File: config.mk
export PLATFORM = sky130hd
export DESIGN_NAME = keyed_insertion_stack
export DESIGN_NICKNAME = d
export VERILOG_FILES = /design/src/design/kis_pkg.sv /design/src/design/kis_datapath.sv /design/src/design/kis_ctrl.sv /design/src/design/keyed_insertion_stack.sv
export SDC_FILE = /design/constraint.sdc
export NUM_CORES = 1
export LEC_CHECK = 0
export BUFFER_PORTS_ARGS = -buffer_cell sky130_fd_sc_hd__buf_2
export CELL_PAD_IN_SITES_DETAIL_PLACEMENT = 0
export CELL_PAD_IN_SITES_GLOBAL_PLACEMENT = 1
export CORE_ASPECT_RATIO = 1.5
export CORE_MARGIN = 2
export CORE_UTILIZATION = 45
export CTS_BUF_LIST = sky130_fd_sc_hd__clkbuf_4 sky130_fd_sc_hd__clkbuf_8 sky130_fd_sc_hd__clkbuf_16
export CTS_CLUSTER_DIAMETER = 120
export DETAILED_ROUTE_END_ITERATION = 8
export PLACE_DENSITY = 0.76
export SLEW_MARGIN = 20
export SYNTH_ARGS = -nofsm -noshare
export SYNTH_HDL_FRONTEND = slang
export SYNTH_SLANG_ARGS = --single-unit
export TNS_END_PERCENT = 100
File: constraint.sdc
create_clock -name clock -period 5.6 [get_ports clock]
set_clock_uncertainty 0.1 [all_clocks]
set_input_delay 0.56 -clock clock [delete_from_list [all_inputs] [get_ports clock]]
set_output_delay 0.56 -clock clock [all_outputs]
set_load 0.005 [all_outputs]
File: src/design/kis_pkg.sv
// package for the keyed insertion stack: sizes, codes and controller/datapath interface types
`default_nettype none

package kis_pkg;

   // capacity and derived widths
   localparam int STACK_DEPTH = 16;
   localparam int IDX_W       = (STACK_DEPTH > 1) ? $clog2(STACK_DEPTH) : 1;
   localparam int CNT_W       = $clog2(STACK_DEPTH + 1);

   // fixed field widths
   localparam int KIND_W   = 2;
   localparam int POS_W    = 5;
   localparam int KEY_W    = 8;
   localparam int VAL_W    = 8;
   localparam int STAT_W   = 2;
   localparam int OFFS_W   = 4;
   localparam int FILL_W   = 5;
   localparam int CMP_W    = (CNT_W > POS_W) ? CNT_W : POS_W;
   localparam int REQ_DATA_W = 24;
   localparam int RSP_DATA_W = 24;

   // request kinds
   typedef enum logic [KIND_W-1:0] {
      REQ_PEEK = 2'd0,
      REQ_PUSH = 2'd1,
      REQ_POP  = 2'd2,
      REQ_FIND = 2'd3
   } req_kind_type;

   // result status codes
   typedef enum logic [STAT_W-1:0] {
      ST_OK        = 2'd0,
      ST_NOT_FOUND = 2'd1,
      ST_FULL      = 2'd2,
      ST_RANGE     = 2'd3
   } status_type;

   // controller states
   typedef enum logic [2:0] {
      S_IDLE,
      S_SEARCH_RD,
      S_SEARCH_CMP,
      S_UP_RD,
      S_UP_WR,
      S_DOWN_RD,
      S_DOWN_WR,
      S_DONE
   } state_type;

   // pointer updates
   typedef enum logic [2:0] {
      PTR_HOLD,
      PTR_ZERO,
      PTR_INC,
      PTR_DEC,
      PTR_COUNT
   } ptr_op_type;

   // memory read selection
   typedef enum logic [2:0] {
      RD_NONE,
      RD_PEEK,
      RD_PTR,
      RD_PTR_DN,
      RD_PTR_UP
   } rd_op_type;

   // memory write selection, always at the pointer
   typedef enum logic [1:0] {
      WR_NONE,
      WR_VALUE,
      WR_SHIFT,
      WR_NEW
   } wr_op_type;

   // entry count updates
   typedef enum logic [1:0] {
      CNT_HOLD,
      CNT_INC,
      CNT_DEC
   } cnt_op_type;

   // reported offset updates
   typedef enum logic [1:0] {
      OFFS_HOLD,
      OFFS_HIT,
      OFFS_POS
   } offs_op_type;

   // controller to datapath
   typedef struct packed {
      logic        load_req;
      ptr_op_type  ptr_op;
      rd_op_type   rd_op;
      wr_op_type   wr_op;
      cnt_op_type  cnt_op;
      logic        set_status;
      status_type  status_code;
      offs_op_type offs_op;
      logic        load_rsp;
   } cmd_type;

   // datapath to controller
   typedef struct packed {
      req_kind_type req_kind;
      logic         key_hit;
      logic         search_end;
      logic         full;
      logic         range_err;
      logic         at_insert;
      logic         down_end;
      logic         rsp_free;
   } stat_type;

endpackage

`default_nettype wire

File: src/design/kis_datapath.sv
// datapath of the keyed insertion stack: entry memories, pointer, count and result register
`default_nettype none

module kis_datapath (
   input  wire logic                           clock,
   input  wire logic                           reset,
   input  wire kis_pkg::cmd_type               cmd,
   output kis_pkg::stat_type                   stat,
   // position, entry_key, entry_value from bit 0 up, zero padded
   input  wire logic [kis_pkg::REQ_DATA_W-1:0] req_tdata,
   // req_type
   input  wire logic [kis_pkg::KIND_W-1:0]     req_tuser,
   output logic                                rsp_tvalid,
   input  wire logic                           rsp_tready,
   // found_offset, peek_value, fill_count from bit 0 up, zero padded
   output logic [kis_pkg::RSP_DATA_W-1:0]      rsp_tdata,
   // status
   output logic [kis_pkg::STAT_W-1:0]          rsp_tuser
);

   localparam int IDX_W = kis_pkg::IDX_W;
   localparam int CNT_W = kis_pkg::CNT_W;
   localparam int CMP_W = kis_pkg::CMP_W;
   localparam int POS_W = kis_pkg::POS_W;
   localparam int KEY_W = kis_pkg::KEY_W;
   localparam int VAL_W = kis_pkg::VAL_W;

   // entry memories, index 0 is the bottom
   logic [KEY_W-1:0] key_mem_ff [kis_pkg::STACK_DEPTH];
   logic [VAL_W-1:0] val_mem_ff [kis_pkg::STACK_DEPTH];
   logic [KEY_W-1:0] rd_key_ff;
   logic [VAL_W-1:0] rd_val_ff;

   // latched request
   kis_pkg::req_kind_type kind_ff;
   logic [POS_W-1:0]      pos_ff;
   logic [KEY_W-1:0]      key_ff;
   logic [VAL_W-1:0]      val_ff;

   // walk state
   logic [CNT_W-1:0] ptr_ff, ptr_in;
   logic [CNT_W-1:0] count_ff, count_in;
   kis_pkg::status_type status_ff;
   logic [CMP_W-1:0] offs_ff;

   // result register
   logic                         rsp_valid_ff, rsp_valid_in;
   kis_pkg::status_type          rsp_status_ff;
   logic [kis_pkg::OFFS_W-1:0]   rsp_offs_ff;
   logic [VAL_W-1:0]             rsp_peek_ff;
   logic [kis_pkg::FILL_W-1:0]   rsp_fill_ff;

   // widened operands for offset arithmetic
   logic [CMP_W-1:0] ptr_w, count_w, pos_w;
   logic [CMP_W-1:0] peek_addr_w, hit_offs_w;
   logic             rd_en, wr_en;
   logic [IDX_W-1:0] rd_addr, wr_addr;
   logic [KEY_W-1:0] wr_key;
   logic [VAL_W-1:0] wr_val;
   logic             wr_key_en;
   logic             peek_hit;

   assign ptr_w       = CMP_W'(ptr_ff);
   assign count_w     = CMP_W'(count_ff);
   assign pos_w       = CMP_W'(pos_ff);
   assign peek_addr_w = count_w - CMP_W'(1) - pos_w;
   assign hit_offs_w  = count_w - CMP_W'(1) - ptr_w;
   assign peek_hit    = (kind_ff == kis_pkg::REQ_PEEK) && (pos_w < count_w);

   // status toward the controller
   always_comb begin
      stat.req_kind   = kind_ff;
      stat.key_hit    = (rd_key_ff == key_ff);
      stat.search_end = (ptr_ff >= count_ff);
      stat.full       = (count_w >= CMP_W'(kis_pkg::STACK_DEPTH));
      stat.range_err  = (pos_w > count_w);
      stat.at_insert  = ((ptr_w + pos_w) == count_w);
      stat.down_end   = ((ptr_w + CMP_W'(1)) >= count_w);
      stat.rsp_free   = !rsp_valid_ff || rsp_tready;
   end

   // memory address and data selection
   always_comb begin
      rd_en   = (cmd.rd_op != kis_pkg::RD_NONE);
      case (cmd.rd_op)
         kis_pkg::RD_PEEK:   rd_addr = peek_addr_w[IDX_W-1:0];
         kis_pkg::RD_PTR_DN: rd_addr = IDX_W'(ptr_ff - CNT_W'(1));
         kis_pkg::RD_PTR_UP: rd_addr = IDX_W'(ptr_ff + CNT_W'(1));
         default:            rd_addr = ptr_ff[IDX_W-1:0];
      endcase
      wr_en     = (cmd.wr_op != kis_pkg::WR_NONE);
      wr_key_en = cmd.wr_op inside {kis_pkg::WR_SHIFT, kis_pkg::WR_NEW};
      wr_addr   = ptr_ff[IDX_W-1:0];
      case (cmd.wr_op)
         kis_pkg::WR_SHIFT: begin
            wr_key = rd_key_ff;
            wr_val = rd_val_ff;
         end
         default: begin
            wr_key = key_ff;
            wr_val = val_ff;
         end
      endcase
   end

   // entry memories with registered read
   always_ff @(posedge clock) begin
      if (wr_en) begin
         val_mem_ff[wr_addr] <= wr_val;
         if (wr_key_en) begin
            key_mem_ff[wr_addr] <= wr_key;
         end
      end
      if (rd_en) begin
         rd_key_ff <= key_mem_ff[rd_addr];
         rd_val_ff <= val_mem_ff[rd_addr];
      end
   end

   // pointer and count next values
   always_comb begin
      case (cmd.ptr_op)
         kis_pkg::PTR_ZERO:  ptr_in = '0;
         kis_pkg::PTR_INC:   ptr_in = ptr_ff + CNT_W'(1);
         kis_pkg::PTR_DEC:   ptr_in = ptr_ff - CNT_W'(1);
         kis_pkg::PTR_COUNT: ptr_in = count_ff;
         default:            ptr_in = ptr_ff;
      endcase
      case (cmd.cnt_op)
         kis_pkg::CNT_INC: count_in = count_ff + CNT_W'(1);
         kis_pkg::CNT_DEC: count_in = count_ff - CNT_W'(1);
         default:          count_in = count_ff;
      endcase
      rsp_valid_in = cmd.load_rsp || (rsp_valid_ff && !rsp_tready);
   end

   // control registers
   always_ff @(posedge clock) begin
      if (reset) begin
         count_ff     <= '0;
         rsp_valid_ff <= 1'b0;
      end else begin
         count_ff     <= count_in;
         rsp_valid_ff <= rsp_valid_in;
      end
   end

   // request latch and walk registers
   always_ff @(posedge clock) begin
      ptr_ff <= ptr_in;
      if (cmd.load_req) begin
         kind_ff   <= kis_pkg::req_kind_type'(req_tuser);
         pos_ff    <= req_tdata[POS_W-1:0];
         key_ff    <= req_tdata[POS_W +: KEY_W];
         val_ff    <= req_tdata[POS_W + KEY_W +: VAL_W];
         status_ff <= kis_pkg::ST_OK;
         offs_ff   <= '0;
      end else begin
         if (cmd.set_status) begin
            status_ff <= cmd.status_code;
         end
         case (cmd.offs_op)
            kis_pkg::OFFS_HIT: offs_ff <= hit_offs_w;
            kis_pkg::OFFS_POS: offs_ff <= pos_w;
            default:           offs_ff <= offs_ff;
         endcase
      end
   end

   // result register
   always_ff @(posedge clock) begin
      if (cmd.load_rsp) begin
         rsp_status_ff <= status_ff;
         rsp_offs_ff   <= offs_ff[kis_pkg::OFFS_W-1:0];
         rsp_peek_ff   <= peek_hit ? rd_val_ff : '0;
         rsp_fill_ff   <= count_w[kis_pkg::FILL_W-1:0];
      end
   end

   assign rsp_tvalid = rsp_valid_ff;
   assign rsp_tuser  = rsp_status_ff;
   assign rsp_tdata  = {7'd0, rsp_fill_ff, rsp_peek_ff, rsp_offs_ff};

endmodule

`default_nettype wire

File: src/design/kis_ctrl.sv
// controller of the keyed insertion stack: sequences search, shift and result steps
`default_nettype none

module kis_ctrl (
   input  wire logic              clock,
   input  wire logic              reset,
   input  wire logic              req_tvalid,
   output logic                   req_tready,
   input  wire kis_pkg::stat_type stat,
   output kis_pkg::cmd_type       cmd
);

   kis_pkg::state_type state_ff, state_in;

   // state register
   always_ff @(posedge clock) begin
      if (reset) begin
         state_ff <= kis_pkg::S_IDLE;
      end else begin
         state_ff <= state_in;
      end
   end

   // next state and commands
   always_comb begin
      state_in   = state_ff;
      cmd        = '0;
      req_tready = 1'b0;
      case (state_ff)
         kis_pkg::S_IDLE: begin
            req_tready = 1'b1;
            if (req_tvalid) begin
               cmd.load_req = 1'b1;
               cmd.ptr_op   = kis_pkg::PTR_ZERO;
               state_in     = kis_pkg::S_SEARCH_RD;
            end
         end
         // peek read, or next key read, or miss handling: not found, full, range error or start of the insert
         kis_pkg::S_SEARCH_RD: begin
            if (stat.req_kind == kis_pkg::REQ_PEEK) begin
               cmd.rd_op = kis_pkg::RD_PEEK;
               state_in  = kis_pkg::S_DONE;
            end else if (!stat.search_end) begin
               cmd.rd_op = kis_pkg::RD_PTR;
               state_in  = kis_pkg::S_SEARCH_CMP;
            end else if (stat.req_kind != kis_pkg::REQ_PUSH) begin
               cmd.set_status  = 1'b1;
               cmd.status_code = kis_pkg::ST_NOT_FOUND;
               state_in        = kis_pkg::S_DONE;
            end else if (stat.full) begin
               cmd.set_status  = 1'b1;
               cmd.status_code = kis_pkg::ST_FULL;
               state_in        = kis_pkg::S_DONE;
            end else if (stat.range_err) begin
               cmd.set_status  = 1'b1;
               cmd.status_code = kis_pkg::ST_RANGE;
               state_in        = kis_pkg::S_DONE;
            end else begin
               cmd.ptr_op  = kis_pkg::PTR_COUNT;
               cmd.offs_op = kis_pkg::OFFS_POS;
               state_in    = kis_pkg::S_UP_RD;
            end
         end
         // compare the key read at the pointer
         kis_pkg::S_SEARCH_CMP: begin
            if (stat.key_hit) begin
               cmd.offs_op = kis_pkg::OFFS_HIT;
               case (stat.req_kind)
                  kis_pkg::REQ_PUSH: begin
                     cmd.wr_op = kis_pkg::WR_VALUE;
                     state_in  = kis_pkg::S_DONE;
                  end
                  kis_pkg::REQ_POP: begin
                     state_in = kis_pkg::S_DOWN_RD;
                  end
                  default: begin
                     state_in = kis_pkg::S_DONE;
                  end
               endcase
            end else begin
               cmd.ptr_op = kis_pkg::PTR_INC;
               state_in   = kis_pkg::S_SEARCH_RD;
            end
         end
         // open a slot by moving entries up
         kis_pkg::S_UP_RD: begin
            if (stat.at_insert) begin
               cmd.wr_op  = kis_pkg::WR_NEW;
               cmd.cnt_op = kis_pkg::CNT_INC;
               state_in   = kis_pkg::S_DONE;
            end else begin
               cmd.rd_op = kis_pkg::RD_PTR_DN;
               state_in  = kis_pkg::S_UP_WR;
            end
         end
         kis_pkg::S_UP_WR: begin
            cmd.wr_op  = kis_pkg::WR_SHIFT;
            cmd.ptr_op = kis_pkg::PTR_DEC;
            state_in   = kis_pkg::S_UP_RD;
         end
         // close the gap by moving entries down
         kis_pkg::S_DOWN_RD: begin
            if (stat.down_end) begin
               cmd.cnt_op = kis_pkg::CNT_DEC;
               state_in   = kis_pkg::S_DONE;
            end else begin
               cmd.rd_op = kis_pkg::RD_PTR_UP;
               state_in  = kis_pkg::S_DOWN_WR;
            end
         end
         kis_pkg::S_DOWN_WR: begin
            cmd.wr_op  = kis_pkg::WR_SHIFT;
            cmd.ptr_op = kis_pkg::PTR_INC;
            state_in   = kis_pkg::S_DOWN_RD;
         end
         // hand the result over once the output register is free
         kis_pkg::S_DONE: begin
            if (stat.rsp_free) begin
               cmd.load_rsp = 1'b1;
               state_in     = kis_pkg::S_IDLE;
            end
         end
         default: begin
            state_in = kis_pkg::S_IDLE;
         end
      endcase
   end

endmodule

`default_nettype wire

File: src/design/keyed_insertion_stack.sv
// top level of the keyed insertion stack: controller and datapath
// one request at a time; a peek does a registered read of its entry and then loads the result
// key search reads and then compares one entry at a time, from the bottom up
// each shift of an entry up (push) or down (pop) is a read step followed by a write step
// worst case is push of a new key: a search of every entry, then a shift of every entry up
// synchronous reset empties the stack and drops any pending result
`default_nettype none

module keyed_insertion_stack (
   input  wire logic                           clock,
   input  wire logic                           reset,
   input  wire logic                           req_tvalid,
   output logic                                req_tready,
   // position, entry_key, entry_value from bit 0 up, zero padded
   input  wire logic [kis_pkg::REQ_DATA_W-1:0] req_tdata,
   // req_type
   input  wire logic [kis_pkg::KIND_W-1:0]     req_tuser,
   output logic                                rsp_tvalid,
   input  wire logic                           rsp_tready,
   // found_offset, peek_value, fill_count from bit 0 up, zero padded
   output logic [kis_pkg::RSP_DATA_W-1:0]      rsp_tdata,
   // status
   output logic [kis_pkg::STAT_W-1:0]          rsp_tuser
);

   kis_pkg::cmd_type  cmd;
   kis_pkg::stat_type stat;

   // sequencer
   kis_ctrl u_ctrl (
      .clock      (clock),
      .reset      (reset),
      .req_tvalid (req_tvalid),
      .req_tready (req_tready),
      .stat       (stat),
      .cmd        (cmd)
   );

   // storage and result
   kis_datapath u_datapath (
      .clock      (clock),
      .reset      (reset),
      .cmd        (cmd),
      .stat       (stat),
      .req_tdata  (req_tdata),
      .req_tuser  (req_tuser),
      .rsp_tvalid (rsp_tvalid),
      .rsp_tready (rsp_tready),
      .rsp_tdata  (rsp_tdata),
      .rsp_tuser  (rsp_tuser)
   );

`ifndef SYNTHESIS
   // a result is never loaded over one still waiting
   a_no_overwrite: assert property (@(posedge clock) disable iff (reset)
      cmd.load_rsp |-> stat.rsp_free)
      else $error("result register overwritten");

   // failed requests report offset zero
   a_fail_offset: assert property (@(posedge clock) disable iff (reset)
      (rsp_tvalid && (rsp_tuser != kis_pkg::ST_OK)) |-> (rsp_tdata[3:0] == 4'd0))
      else $error("nonzero offset on failed request");

   // reported fill never exceeds capacity
   a_fill_bound: assert property (@(posedge clock) disable iff (reset)
      rsp_tvalid |-> (rsp_tdata[16:12] <= 5'(kis_pkg::STACK_DEPTH)))
      else $error("fill count above capacity");

   // memory writes happen only while a request is in progress
   a_write_busy: assert property (@(posedge clock) disable iff (reset)
      (cmd.wr_op != kis_pkg::WR_NONE) |-> !req_tready)
      else $error("entry write while idle");
`endif

endmodule

`default_nettype wire
==> impl_metrics.tcl <==
set metrics [dict create \
    finalHoldViolations 0 \
    use_met1_pct 19.3 \
    fp.dieArea_um2 34200 \
    grt_pass1_vias 8287 \
    antenna_found_initial 0 \
    wirelength_um 31400 \
    cp-start-kind "register" \
    ant_nets 0 \
    cts_buffers 29 \
    drt_iter0_markers 492 \
    power_density_nw_per_um2 553 \
    fin_crit_ns 4.69 \
    clk_pin_slew_worst_paths_ns 0.06 \
    pwr-share-comb_pct 40.2 \
    netlist_instances 977 \
    drtPass1Iterations 6 \
    slowest_delay_ns 0.76 \
    floorplan.rows 81 \
    wl_per_cell_um 21.4 \
    top_usage_layer "met2" \
    path_cells "nand3_1 > xnor2_1 > ha_1 > or2_2 > a21oi_1 > a21o_1 > a21oi_1 > o211ai_1 > buf_12 > mux2i_1 > mux2_2 > o22ai_1 > a221o_1" \
    worst_slack_ns 0.914 \
    grt_pass1_wl_um 47100 \
    clk_latency_ns 0.56 \
    ys_warn_count 0 \
    cts.sinks 334 \
    cpMostUsedCell "a21oi_1" \
    netlist_area_um2 14700 \
    ioPinCount 58 \
    drive_gt1_share_pct 19.9 \
    synth_edf_count 319 \
    ys_seq_elements 334 \
    yosys.area.top_type "edfxtp_1" \
    cts-root-buf "clkbuf_16" \
    required_ns 5.93 \
    netlist.area_leader.share_pct 65.1 \
    use_met2_pct 36.6 \
    drc 0 \
    seq_power_share_pct 38.1 \
    critical_path.slowest_cell "edfxtp_1" \
    die_x_um 152 \
    grt_use_total_pct 18.6 \
    drv_cap 0 \
    gp_congestion 0.858 \
    ys.flop_type "edfxtp_1" \
    ff_latch_area_um2 9880 \
    fin_nets 1093 \
    post_cts_resized 0 \
    grt-ovfl-total 0 \
    vias 8018 \
    nFillCells 2761 \
    critPathKind "reg2reg" \
    leakagePower_uw 0.00565 \
    initial_utilization_pct 45.4 \
    cp_top_family "compound AO/OA/AOI/OAI gates" \
    async_flop_share_pct 0 \
    avgSynthCellArea_um2 15.1 \
    synthTopCellsByCount "edfxtp_1 (319), mux2i_1 (100), nor2_1 (81)" \
    grt_util_met3_pct 2.00 \
    cts_buffer_depth 3 \
    switching_share_pct 35.6 \
    setup_viol 0 \
    crit_fanout 67 \
    cp-end-kind "register" \
    yosysSeqAreaShare_pct 67.1 \
    clockPowerShare_pct 21.7 \
    synth_most_common_cell "edfxtp_1" \
    tns_ns 0 \
    multiInputGateArea_um2 4420 \
    dp_slack_ns 0.939 \
    rsz0062_at_grt "no" \
    htree_levels 1 \
    cts_setup_buffers 0 \
    dpl.hpwl_um 21300 \
    grt_max_degree 97 \
    die_y_um 225 \
    via_per_inst 5.47 \
    core_um2 32400 \
    area_growth_pct 10.8 \
    status "finished clean" \
    synth.area.top_cells "edfxtp_1 (65%), mux2i_1 (6.8%), mux2_2 (6.1%)" \
    holdBufCountCts 0 \
    p_sw_uw 3210 \
    drv_slew 0 \
    cts_tree "done" \
    internal_power_uw 5810 \
    ys_types 58 \
    tightest_slew_ns 1.05 \
    io_buffers 47 \
    peakVddDrop_v 0.000462 \
    crit_arrival_ns 5.01 \
    period_share_pct 83.7 \
    fmax_mhz 213 \
    diodes 0 \
    slew_headroom_pct 29.5 \
    critPathBufInv 1 \
    hold_class "in2reg" \
]
[layer usage]
layer	up-vias	wire length [um]	part of all wire (%)
li1	3790	-	-
met1	4047	11300	36
met2	130	18000	58
met3	51	800	2.6
met4	0	1210	3.8
met5	-	0	0
[power by group through the flow]
stage,Sequential [uW],Combinational (uW),Clock [uW]
floorplan,3390,2750,0
global placement,3480,3600,0
detailed placement,3490,3660,0
CTS,3440,3670,1990
global route,3460,3920,2080
finish,3440,3620,1960
[layout make-up]
class / instances / share of cell area [%]
clock buffers: 41 / 5.16
clock inverters: 13 / 0.622
inverters: 25 / 0.576
multi-input cells: 568 / 27.1
flip-flops and latches: 334 / 60.6
well taps: 415 / 3.19
repair buffers: 69 / 2.69
[worst reg2reg max path, cell delays in order, from the launching register on]
cell,delay [ns]
edfxtp_1,0.76
nand3_1,0.27
xnor2_1,0.31
ha_1,0.29
or2_2,0.29
a21oi_1,0.20
a21o_1,0.19
a21oi_1,0.08
o211ai_1,0.44
buf_12,0.41
mux2i_1,0.25
mux2_2,0.29
o22ai_1,0.45
a221o_1,0.23
[flip-flops by register name (all words and copies together), names as in the netlist, 8 cells and up]
name,flops
u_datapath.key_ff,8
u_datapath.key_mem_ff,128
u_datapath.rd_key_ff,8
u_datapath.rd_val_ff,8
u_datapath.rsp_peek_ff,8
u_datapath.val_ff,8
u_datapath.val_mem_ff,128
[cells by family after synthesis]
logic type	synth area share, %
AND/OR/NAND/NOR	5.61
AO/OA/AOI/OAI	6.18
adder cells (fa/ha/maj)	3.21
buffers and inverters	2.99
multiplexers	12.9
other	0.0255
XOR/XNOR	1.90
flip-flops	67.1
[cell usage in the layout, fill, tap and decap left out, drive strengths merged, types with 5 or more instances in the layout]
master / instances
a21o: 6
a21oi: 58
a221o: 18
and2: 12
buf: 69
clkbuf: 41
clkinv: 11
conb: 7
dfxtp: 15
edfxtp: 319
ha: 33
inv: 26
mux2: 80
mux2i: 100
nand2: 24
nand2b: 9
nand3: 5
nor2: 81
nor2b: 8
nor3: 14
o21ai: 11
o22ai: 20
xnor2: 15
xor2: 17
[worst paths after layout]
check                                                   startpoint                                   to  slack [ns]  cells after the start
worst max-delay path                u_datapath.ptr_ff[3]$_DFFE_PP_    u_datapath.rd_val_ff[7]$_DFFE_PP_        0.91                     13
worst min-delay path                                 req_tdata[20]       u_datapath.val_ff[7]$_DFFE_PP_        0.07                      1
worst max register to register      u_datapath.ptr_ff[3]$_DFFE_PP_    u_datapath.rd_val_ff[7]$_DFFE_PP_        0.91                     13
worst min register to register  u_datapath.offs_ff[1]$_SDFFE_PP0P_  u_datapath.rsp_offs_ff[1]$_DFFE_PP_        0.34                      0
[stage by stage]
| step | util, % | power, uW | instances | instance area, um2 | hold WS [ns] |
|---|---|---|---|---|---|
| floorplan | - | 6140 | 983 | 14700 | 0.303 |
| global placement | 47.3 | 7080 | 1411 | 15400 | 0.318 |
| detailed placement | 47.3 | 7150 | 1411 | 15400 | 0.323 |
| CTS | 50.3 | 9090 | 1465 | 16300 | 0.0411 |
| global route | 50.3 | 9460 | 1465 | 16300 | 0.0482 |
| finish | 50.3 | 9010 | 1465 | 16300 | 0.0664 |
Power figures use the tool's default switching activity.
